## src/rtl/core/pfhd_pkg.sv

```systemverilog
package pfhd_pkg;

    // Field widths
    localparam int BYTE_W  = 8;
    localparam int HASH_W  = 32;
    localparam int IDX_W   = 5;
    localparam int CNT_W   = 6;
    localparam int MODE_W  = 2;
    localparam int POS_W   = 16;
    localparam int L3_W    = 8;
    localparam int TAG_W   = 3;
    localparam int MAC_W   = 11;
    localparam int CFG_IDX_W = 2;

    // Limits
    localparam int MAX_SLAVES    = 32;
    localparam int MAX_VLAN_TAGS = 4;

    // Ethertypes
    localparam logic [15:0] ETH_VLAN = 16'h8100;
    localparam logic [15:0] ETH_IPV4 = 16'h0800;
    localparam logic [15:0] ETH_IPV6 = 16'h86DD;

    // Layer-3 start offset of an untagged frame
    localparam logic [L3_W-1:0] L3_START_UNTAGGED = 8'd14;

    // Hash modes
    localparam logic [MODE_W-1:0] MODE_IP    = 2'd0;
    localparam logic [MODE_W-1:0] MODE_MAC   = 2'd1;
    localparam logic [MODE_W-1:0] MODE_PROTO = 2'd2;

    // Configuration register indexes
    localparam logic [CFG_IDX_W-1:0] CFG_HASH_MODE   = 2'd0;
    localparam logic [CFG_IDX_W-1:0] CFG_SLAVE_COUNT = 2'd1;

    // Hash queue between parser and divider
    localparam int QUEUE_DEPTH = 2;
    localparam int QPTR_W      = $clog2(QUEUE_DEPTH);

    // Remainder unit: four dividend bits per step
    localparam int DIV_BITS  = 4;
    localparam int DIV_STEPS = HASH_W / DIV_BITS;
    localparam int STEP_W    = $clog2(DIV_STEPS);

    typedef enum logic [2:0] {
        PH_ETHER  = 3'd0,
        PH_IPV4   = 3'd1,
        PH_IPV6   = 3'd2,
        PH_DONE   = 3'd3,
        PH_NOHASH = 3'd4
    } t_phase;

    typedef enum logic {
        BK_IDLE = 1'b0,
        BK_DIV  = 1'b1
    } t_back_state;

    // One hash beat between parser, queue and divider
    typedef struct packed {
        logic              valid;
        logic [HASH_W-1:0] hash;
    } t_hash_beat;

endpackage

```

## src/rtl/core/pfhd_front.sv

```systemverilog
module pfhd_front
    import pfhd_pkg::*;
(
    input  logic              i_clk,
    input  logic              i_rst_n,
    input  logic              i_accept,
    input  logic [BYTE_W-1:0] i_frame_byte,
    input  logic              i_last_byte,
    input  logic [MODE_W-1:0] i_hash_mode,
    output t_hash_beat        o_push
);

    logic [POS_W-1:0]  r_pos,      n_pos;
    logic [BYTE_W-1:0] r_ether_hi, n_ether_hi;
    logic [L3_W-1:0]   r_l3,       n_l3;
    logic [TAG_W-1:0]  r_tags,     n_tags;
    logic [HASH_W-1:0] r_acc,      n_acc;
    logic [HASH_W-1:0] r_word,     n_word;
    t_phase            r_phase,    n_phase;
    logic [MAC_W-1:0]  r_mac,      n_mac;
    logic [BYTE_W-1:0] r_proto,    n_proto;

    logic [L3_W-1:0]   l3_m1, l3_m2;
    logic [POS_W-1:0]  rel;
    logic              in_l3;
    logic              mac_hit;
    logic [15:0]       kind;
    logic [HASH_W-1:0] wv4, wv6;
    logic [HASH_W-1:0] hash;

    // Per-byte header walk
    always_comb begin
        n_pos      = r_pos;
        n_ether_hi = r_ether_hi;
        n_l3       = r_l3;
        n_tags     = r_tags;
        n_acc      = r_acc;
        n_word     = r_word;
        n_phase    = r_phase;
        n_mac      = r_mac;
        n_proto    = r_proto;

        l3_m1   = r_l3 - 8'd1;
        l3_m2   = r_l3 - 8'd2;
        in_l3   = (r_pos >= {8'd0, r_l3});
        rel     = r_pos - {8'd0, r_l3};
        kind    = {r_ether_hi, i_frame_byte};
        wv4     = {r_word[23:0], i_frame_byte};
        wv6     = {i_frame_byte, r_word[31:8]};
        mac_hit = (r_pos == 16'd3) || (r_pos == 16'd4) || (r_pos == 16'd5) ||
                  (r_pos == 16'd9) || (r_pos == 16'd10) || (r_pos == 16'd11);

        if (mac_hit) begin
            n_mac = r_mac + {3'd0, i_frame_byte};
        end

        case (r_phase)
            PH_ETHER: begin
                if (r_pos == {8'd0, l3_m2}) begin
                    n_ether_hi = i_frame_byte;
                end else if (r_pos == {8'd0, l3_m1}) begin
                    if (kind == ETH_VLAN) begin
                        if (r_tags >= TAG_W'(MAX_VLAN_TAGS)) begin
                            n_phase = PH_NOHASH;
                        end else begin
                            n_tags = r_tags + 3'd1;
                            n_l3   = r_l3 + 8'd4;
                        end
                    end else if (kind == ETH_IPV4) begin
                        n_phase = PH_IPV4;
                    end else if (kind == ETH_IPV6) begin
                        n_phase = PH_IPV6;
                    end else begin
                        n_phase = PH_NOHASH;
                    end
                end
            end
            PH_IPV4: begin
                if (in_l3) begin
                    if (rel == 16'd9) n_proto = i_frame_byte;
                    if (rel >= 16'd12 && rel <= 16'd19) begin
                        if (rel[1:0] == 2'd3) begin
                            n_acc  = r_acc + wv4;
                            n_word = '0;
                        end else begin
                            n_word = wv4;
                        end
                    end
                    if (rel == 16'd19) n_phase = PH_DONE;
                end
            end
            PH_IPV6: begin
                if (in_l3) begin
                    if (rel == 16'd6) n_proto = i_frame_byte;
                    if (rel >= 16'd8 && rel <= 16'd39) begin
                        if (rel[1:0] == 2'd3) begin
                            n_acc  = r_acc + wv6;
                            n_word = '0;
                        end else begin
                            n_word = wv6;
                        end
                    end
                    if (rel == 16'd39) n_phase = PH_DONE;
                end
            end
            default: begin
            end
        endcase

        if (r_pos != 16'hFFFF) begin
            n_pos = r_pos + 16'd1;
        end

        // Hash select on the last byte, mode sampled here
        if (i_hash_mode == MODE_MAC) begin
            hash = {21'd0, n_mac};
        end else if (n_phase != PH_DONE) begin
            hash = '0;
        end else if (i_hash_mode == MODE_IP) begin
            hash = n_acc;
        end else begin
            hash = {24'd0, n_proto};
        end
    end

    assign o_push.valid = i_accept && i_last_byte;
    assign o_push.hash  = hash;

    // Frame state, cleared after each last byte
    always_ff @(posedge i_clk) begin
        if (!i_rst_n || (i_accept && i_last_byte)) begin
            r_pos      <= '0;
            r_ether_hi <= '0;
            r_l3       <= L3_START_UNTAGGED;
            r_tags     <= '0;
            r_acc      <= '0;
            r_word     <= '0;
            r_phase    <= PH_ETHER;
            r_mac      <= '0;
            r_proto    <= '0;
        end else if (i_accept) begin
            r_pos      <= n_pos;
            r_ether_hi <= n_ether_hi;
            r_l3       <= n_l3;
            r_tags     <= n_tags;
            r_acc      <= n_acc;
            r_word     <= n_word;
            r_phase    <= n_phase;
            r_mac      <= n_mac;
            r_proto    <= n_proto;
        end
    end

endmodule

```

## src/rtl/core/pfhd_queue.sv

```systemverilog
module pfhd_queue
    import pfhd_pkg::*;
(
    input  logic       i_clk,
    input  logic       i_rst_n,
    input  t_hash_beat i_push,
    input  logic       i_pop,
    output logic       o_full,
    output t_hash_beat o_head
);

    logic [HASH_W-1:0] r_mem [QUEUE_DEPTH];
    logic [QPTR_W-1:0] r_wr, r_rd;
    logic [QPTR_W:0]   r_count;
    logic              do_push, do_pop;

    assign o_full       = (r_count == (QPTR_W+1)'(QUEUE_DEPTH));
    assign o_head.valid = (r_count != '0);
    assign o_head.hash  = r_mem[r_rd];

    assign do_push = i_push.valid && !o_full;
    assign do_pop  = i_pop && o_head.valid;

    // Pointers and fill level
    always_ff @(posedge i_clk) begin
        if (!i_rst_n) begin
            r_wr    <= '0;
            r_rd    <= '0;
            r_count <= '0;
        end else begin
            if (do_push) r_wr <= QPTR_W'((r_wr + 1'b1) % QUEUE_DEPTH);
            if (do_pop)  r_rd <= QPTR_W'((r_rd + 1'b1) % QUEUE_DEPTH);
            if (do_push && !do_pop) begin
                r_count <= r_count + 1'b1;
            end else if (do_pop && !do_push) begin
                r_count <= r_count - 1'b1;
            end
        end
    end

    // Entry storage
    always_ff @(posedge i_clk) begin
        if (do_push) r_mem[r_wr] <= i_push.hash;
    end

endmodule

```

## src/rtl/core/pfhd_back.sv

```systemverilog
module pfhd_back
    import pfhd_pkg::*;
(
    input  logic              i_clk,
    input  logic              i_rst_n,
    input  t_hash_beat        i_head,
    output logic              o_pop,
    input  logic [CNT_W-1:0]  i_slave_count,
    output logic              o_valid,
    input  logic              i_stall,
    output logic [HASH_W-1:0] o_hash_value,
    output logic [IDX_W-1:0]  o_slave_index,
    output logic [HASH_W-1:0] o_slave_mask
);

    t_back_state       r_state, n_state;
    logic [STEP_W-1:0] r_step;
    logic [HASH_W-1:0] r_hash;
    logic [HASH_W-1:0] r_dvd;
    logic [CNT_W-1:0]  r_div;
    logic [CNT_W-1:0]  r_rem;
    logic              r_out_valid;

    logic [CNT_W-1:0]  n_rem;
    logic [CNT_W-1:0]  count_eff;
    logic              slot_free;
    logic              last_step;
    logic              load_out;

    // Restoring remainder over DIV_BITS dividend bits
    function automatic logic [CNT_W-1:0] mod_step(input logic [CNT_W-1:0] rem,
                                                  input logic [DIV_BITS-1:0] bits,
                                                  input logic [CNT_W-1:0] d);
        logic [CNT_W-1:0] r;
        r = rem;
        for (int i = DIV_BITS - 1; i >= 0; i--) begin
            r = {r[CNT_W-2:0], bits[i]};
            if (r >= d) r = r - d;
        end
        return r;
    endfunction

    // Clamp slave count to 1..MAX_SLAVES
    always_comb begin
        if (i_slave_count == '0) begin
            count_eff = CNT_W'(1);
        end else if (i_slave_count > CNT_W'(MAX_SLAVES)) begin
            count_eff = CNT_W'(MAX_SLAVES);
        end else begin
            count_eff = i_slave_count;
        end
    end

    assign n_rem     = mod_step(r_rem, r_dvd[HASH_W-1 -: DIV_BITS], r_div);
    assign slot_free = !r_out_valid || !i_stall;
    assign last_step = (r_step == STEP_W'(DIV_STEPS - 1));

    // Control state
    always_ff @(posedge i_clk) begin
        if (!i_rst_n) begin
            r_state <= BK_IDLE;
        end else begin
            r_state <= n_state;
        end
    end

    always_comb begin
        n_state  = r_state;
        o_pop    = 1'b0;
        load_out = 1'b0;
        case (r_state)
            BK_IDLE: begin
                if (i_head.valid) begin
                    o_pop   = 1'b1;
                    n_state = BK_DIV;
                end
            end
            BK_DIV: begin
                if (last_step && slot_free) begin
                    load_out = 1'b1;
                    n_state  = BK_IDLE;
                end
            end
            default: begin
                n_state = BK_IDLE;
            end
        endcase
    end

    // Divider datapath; holds on the last step until the output slot frees
    always_ff @(posedge i_clk) begin
        if (o_pop) begin
            r_hash <= i_head.hash;
            r_dvd  <= i_head.hash;
            r_div  <= count_eff;
            r_rem  <= '0;
            r_step <= '0;
        end else if (r_state == BK_DIV && !last_step) begin
            r_dvd  <= r_dvd << DIV_BITS;
            r_rem  <= n_rem;
            r_step <= r_step + 1'b1;
        end
    end

    // Output register
    always_ff @(posedge i_clk) begin
        if (!i_rst_n) begin
            r_out_valid <= 1'b0;
        end else if (load_out) begin
            r_out_valid <= 1'b1;
        end else if (!i_stall) begin
            r_out_valid <= 1'b0;
        end
    end

    always_ff @(posedge i_clk) begin
        if (load_out) begin
            o_hash_value  <= r_hash;
            o_slave_index <= n_rem[IDX_W-1:0];
            o_slave_mask  <= HASH_W'(1) << n_rem[IDX_W-1:0];
        end
    end

    assign o_valid = r_out_valid;

endmodule

```

## src/rtl/core/packet_flow_hash_distributor.sv

```systemverilog
// Throughput: one frame byte per cycle while the hash queue is not full; the
// remainder unit (4 bits a step, 8 steps) finishes one frame before it pops
// the next, and a 2-deep hash queue absorbs shorter frames before the byte
// input stalls. Reset: synchronous, active low; clears parser state, queue,
// divider state and output valid, and sets hash_mode to 0 and slave_count to 1.
module packet_flow_hash_distributor
    import pfhd_pkg::*;
(
    input  logic                 i_clk,
    input  logic                 i_rst_n,
    input  logic                 i_valid,
    output logic                 o_stall,
    input  logic [BYTE_W-1:0]    i_frame_byte,
    input  logic                 i_last_byte,
    output logic                 o_valid,
    input  logic                 i_stall,
    output logic [HASH_W-1:0]    o_hash_value,
    output logic [IDX_W-1:0]     o_slave_index,
    output logic [HASH_W-1:0]    o_slave_mask,
    input  logic                 i_cfg_valid,
    output logic                 o_cfg_ready,
    input  logic [CFG_IDX_W-1:0] i_cfg_index,
    input  logic [CNT_W-1:0]     i_cfg_data
);

    logic [MODE_W-1:0] r_hash_mode;
    logic [CNT_W-1:0]  r_slave_count;
    t_hash_beat        push, head;
    logic              q_full, pop;
    logic              in_accept;

    // Config registers
    assign o_cfg_ready = 1'b1;

    always_ff @(posedge i_clk) begin
        if (!i_rst_n) begin
            r_hash_mode   <= MODE_IP;
            r_slave_count <= CNT_W'(1);
        end else if (i_cfg_valid && o_cfg_ready) begin
            if (i_cfg_index == CFG_HASH_MODE) r_hash_mode <= i_cfg_data[MODE_W-1:0];
            if (i_cfg_index == CFG_SLAVE_COUNT) r_slave_count <= i_cfg_data;
        end
    end

    assign o_stall   = q_full;
    assign in_accept = i_valid && !o_stall;

    pfhd_front u_front (
        .i_clk        (i_clk),
        .i_rst_n      (i_rst_n),
        .i_accept     (in_accept),
        .i_frame_byte (i_frame_byte),
        .i_last_byte  (i_last_byte),
        .i_hash_mode  (r_hash_mode),
        .o_push       (push)
    );

    pfhd_queue u_queue (
        .i_clk   (i_clk),
        .i_rst_n (i_rst_n),
        .i_push  (push),
        .i_pop   (pop),
        .o_full  (q_full),
        .o_head  (head)
    );

    pfhd_back u_back (
        .i_clk         (i_clk),
        .i_rst_n       (i_rst_n),
        .i_head        (head),
        .o_pop         (pop),
        .i_slave_count (r_slave_count),
        .o_valid       (o_valid),
        .i_stall       (i_stall),
        .o_hash_value  (o_hash_value),
        .o_slave_index (o_slave_index),
        .o_slave_mask  (o_slave_mask)
    );

endmodule

```

## config.mk

```make
export PLATFORM = sky130hd
export DESIGN_NAME = packet_flow_hash_distributor
export DESIGN_NICKNAME = d
export VERILOG_FILES = /design/src/rtl/core/pfhd_pkg.sv /design/src/rtl/core/pfhd_front.sv /design/src/rtl/core/pfhd_queue.sv /design/src/rtl/core/pfhd_back.sv /design/src/rtl/core/packet_flow_hash_distributor.sv
export SDC_FILE = /design/constraint.sdc
export NUM_CORES = 1
export LEC_CHECK = 0
export BUFFER_PORTS_ARGS = -buffer_cell sky130_fd_sc_hd__buf_2
export CAP_MARGIN = 40
export CELL_PAD_IN_SITES_DETAIL_PLACEMENT = 1
export CELL_PAD_IN_SITES_GLOBAL_PLACEMENT = 1
export CORE_MARGIN = 3
export CORE_UTILIZATION = 40
export DETAILED_ROUTE_END_ITERATION = 16
export GPL_ROUTABILITY_DRIVEN = 0
export HOLD_SLACK_MARGIN = 0.1
export PLACE_DENSITY_LB_ADDON = 0.1
export SLEW_MARGIN = 20
export SYNTH_ARGS = -nofsm -noshare
export SYNTH_HDL_FRONTEND = slang
export SYNTH_SLANG_ARGS = --single-unit
```

## constraint.sdc

```tcl
create_clock -name i_clk -period 10.6 [get_ports i_clk]
set_input_delay 2.12 -clock i_clk [delete_from_list [all_inputs] [get_ports i_clk]]
set_output_delay 2.12 -clock i_clk [all_outputs]
set_load 0.1 [all_outputs]
```

==> flow_metrics.env <==
export IMPL_initial_utilization_pct=40.7
export IMPL_end_kind="flop"
export IMPL_max_freq_mhz=108
export IMPL_portBuffers=92
export IMPL_peakVddDrop_mv=0.677
export IMPL_die_x_um=227
export IMPL_placed_area_um2=20600
export IMPL_cts_htree_levels=2
export IMPL_finalInstanceArea_um2=22100
export IMPL_grt_pass1_vias=15440
export IMPL_wire_per_inst_um=21.7
export IMPL_leakagePower_uw=0.00850
export IMPL_maxSlewViolCount=0
export IMPL_yosysTopAreaCellShare_pct=31.3
export IMPL_ff2ff_path_depth=32
export IMPL_netlist_area_um2=19500
export IMPL_core_area_um2=47900
export IMPL_drive_above_1_share_pct=13.4
export IMPL_crit_type="flop to flop"
export IMPL_postCtsSetupBuffers=0
export IMPL_avgSynthCellArea_um2=9.97
export IMPL_cts_max_path_buffers=3
export IMPL_drtPass1Iterations=6
export IMPL_multi_input_area_um2=9980
export IMPL_ant_nets=0
export IMPL_io_pins=94
export IMPL_grt_overflow_total=0
export IMPL_synth_top_flop_cell="edfxtp_1"
export IMPL_yosys_area_top_type="edfxtp_1"
export IMPL_drv_cap=0
export IMPL_hold_buffers=0
export IMPL_reg2reg_to="u_back.o_slave_mask[3]"
export IMPL_crit_fanout=7
export IMPL_drt_iter0_markers=1014
export IMPL_maxSlewHeadroom_pct=46.2
export IMPL_synth_seq_cells=345
export IMPL_clk_latency_ns=0.57
export IMPL_start_kind="flop"
export IMPL_utilization_pct=46.0
export IMPL_die_area_um2=51400
export IMPL_min_to="u_back.o_hash_value[28]"
export IMPL_seqCellArea_um2=8940
export IMPL_avgViaCountPerCell=5.69
export IMPL_setup_viol=0
export IMPL_hold_path_depth=0
export IMPL_grt_pass1_wl_mm=89.3
export IMPL_fin_crit_sh_pct=87.1
export IMPL_root_buffer="clkbuf_16"
export IMPL_max_stage_delay_ns=0.57
export IMPL_antenna_found_initial=0
export IMPL_num_rows=80
export IMPL_antenna_cells=0
export IMPL_synth_cells=1957
export IMPL_synthTopCellsByArea="edfxtp_1 (31%), dfxtp_1 (15%), ha_1 (7.1%)"
export IMPL_route_detailed_drc=0
export IMPL_ys_seq_area_share_pct=45.8
export IMPL_areaGrowthSynthToFinish_pct=13.1
export IMPL_cts_buffers=40
export IMPL_rr_startpoint="u_back.r_div[1]"
export IMPL_synth_most_common_cell="nor2_1"
export IMPL_cp_slowest_cell="mux2i_1"
export IMPL_max_slew_worst_pin_slew_ns=0.804
export IMPL_hold_path_class="flop to flop"
export IMPL_required_ns=11.00
export IMPL_timing_final_hold_violations=0
export IMPL_clock_skew_ns=0.0263
export IMPL_detail_route_wirelength_mm=58.0
export IMPL_grtUsageTotal_pct=22.4
export IMPL_async_flop_share_pct=0
export IMPL_cts_tree="built"
export IMPL_rsz0062_at_grt="no"
export IMPL_fin_nets=2173
export IMPL_fillers=5340
export IMPL_r2r_slack_ns=1.37
export IMPL_vias=15231
export IMPL_ys_types=85
export IMPL_grt_max_degree=72
export IMPL_hold_path_startpoint="u_back.r_hash[28]"
export IMPL_cts_resized=0
export IMPL_clk_pin_slew_ns=0.06
export IMPL_synth_nets=2097
export IMPL_tns_ns=0
export IMPL_min_period_ns=9.23
export IMPL_die_h_um=227
export IMPL_yosys_warnings=0
export IMPL_status="finished clean"
export IMPL_dpl_hpwl_mm=42.2
export IMPL_numClockSinks=345
export IMPL_synth_edf_count=203
export IMPL_power_density_nw_per_um2=304
export IMPL_cp_arrival_ns=9.64
export IMPL_yosys_top_cells_count="nor2_1 (209), edfxtp_1 (203), nand2_1 (186)"
[how the worst max path moves through the flow]
stage | startpoint | endpoint | slack (ns) | cells after the start
3_5_place_dp | u_back.r_div[1] | u_back.o_slave_mask[3] | 1.44 | 32
5_1_grt | u_back.r_div[1] | u_back.o_slave_mask[1] | 0.68 | 32
4_1_cts | u_back.r_div[1] | u_back.o_slave_mask[3] | 1.39 | 32
2_1_floorplan | u_back.r_div[1] | u_back.o_slave_mask[3] | 2.78 | 32
3_3_place_gp | u_back.r_div[1] | u_back.o_slave_mask[3] | 1.68 | 32
6_report | u_back.r_div[1] | u_back.o_slave_mask[3] | 1.37 | 32
[power by group]
| group | switching (µW) | leakage [µW] | internal, µW |
|---|---|---|---|
| Sequential | 70.2 | 0.00304 | 1840 |
| Clock | 585 | 0.000675 | 862 |
| Combinational | 2170 | 0.00478 | 1170 |
| Total | 2830 | 0.00850 | 3870 |
[metal layers]
layer  share of wire (%)  wire (µm)  global-route usage (%)
met3                 4.2       2450                    3.21
met2                  47      27200                    37.7
met4                 3.0       1750                    7.29
met5                   0          0                       0
met1                  46      26600                    29.9
[worst max-delay path, delay by kind of cell (launching register included)]
kind | cells | cell delay [ns]
DFF | 1 | 0.49
muxes | 3 | 1.35
buffers and inverters | 3 | 0.55
and+or+nand+nor | 6 | 1.39
AOI/OAI and AO/OA | 16 | 3.72
adders and majority gates | 4 | 1.56
[final cells by class]
type                       instances  share of cell area, %
timing repair buffer             118                   3.29
inverter                          69                   1.17
clock inverter                    18                   1.13
tap                              615                   3.49
multi-input combinational       1459                   45.2
sequential                       345                   40.5
clock buffer                      55                   5.17
[cell families (layout without fill, tap and decap cells)]
family | after synthesis | in the layout | share of synthesized area [%]
AOI/OAI and AO/OA | 500 | 500 | 16.6
xor gates and xnor gates | 99 | 99 | 4.45
adders and majority gates | 118 | 118 | 7.88
buffers and inverters | 153 | 260 | 3.12
DFF | 345 | 345 | 45.8
muxes | 152 | 152 | 8.22
other | 1 | 1 | 0.0192
and+or+nand+nor | 589 | 589 | 13.9
[through the flow]
step	hold WS [ns]	worst slack [ns]	power, µW	instances
after floorplan	0.400	2.78	4400	1957
after global placement	0.402	1.68	5140	2599
after detailed placement	0.406	1.44	5280	2603
after CTS	0.420	1.39	6760	2676
after global routing	0.425	0.677	7190	2679
final	0.419	1.37	6700	2679
[layout by cell type, fill, tap and decap left out, drive strengths merged, types with 66 or more instances in the layout]
cell type,count
buf,117
edfxtp,203
nand2,187
o21ai,92
xnor2,66
mux2,66
a21oi,164
mux2i,86
inv,71
ha,110
dfxtp,142
nor2,210
[registers in the layout (all words and copies together), names as in the netlist, 5 cells and up, named ones only]
signal / count
u_queue.r_mem: 64
u_back.o_hash_value: 32
u_back.o_slave_mask: 32
u_back.r_dvd: 32
u_back.r_hash: 32
u_front.r_acc: 32
u_front.r_word: 32
u_front.r_pos: 16
u_front.r_mac: 11
u_front.r_ether_hi: 8
u_front.r_proto: 8
r_slave_count: 6
u_back.r_div: 6
u_front.r_l3: 6
u_back.o_slave_index: 5
u_back.r_rem: 5
Power figures use the tool's default switching activity.
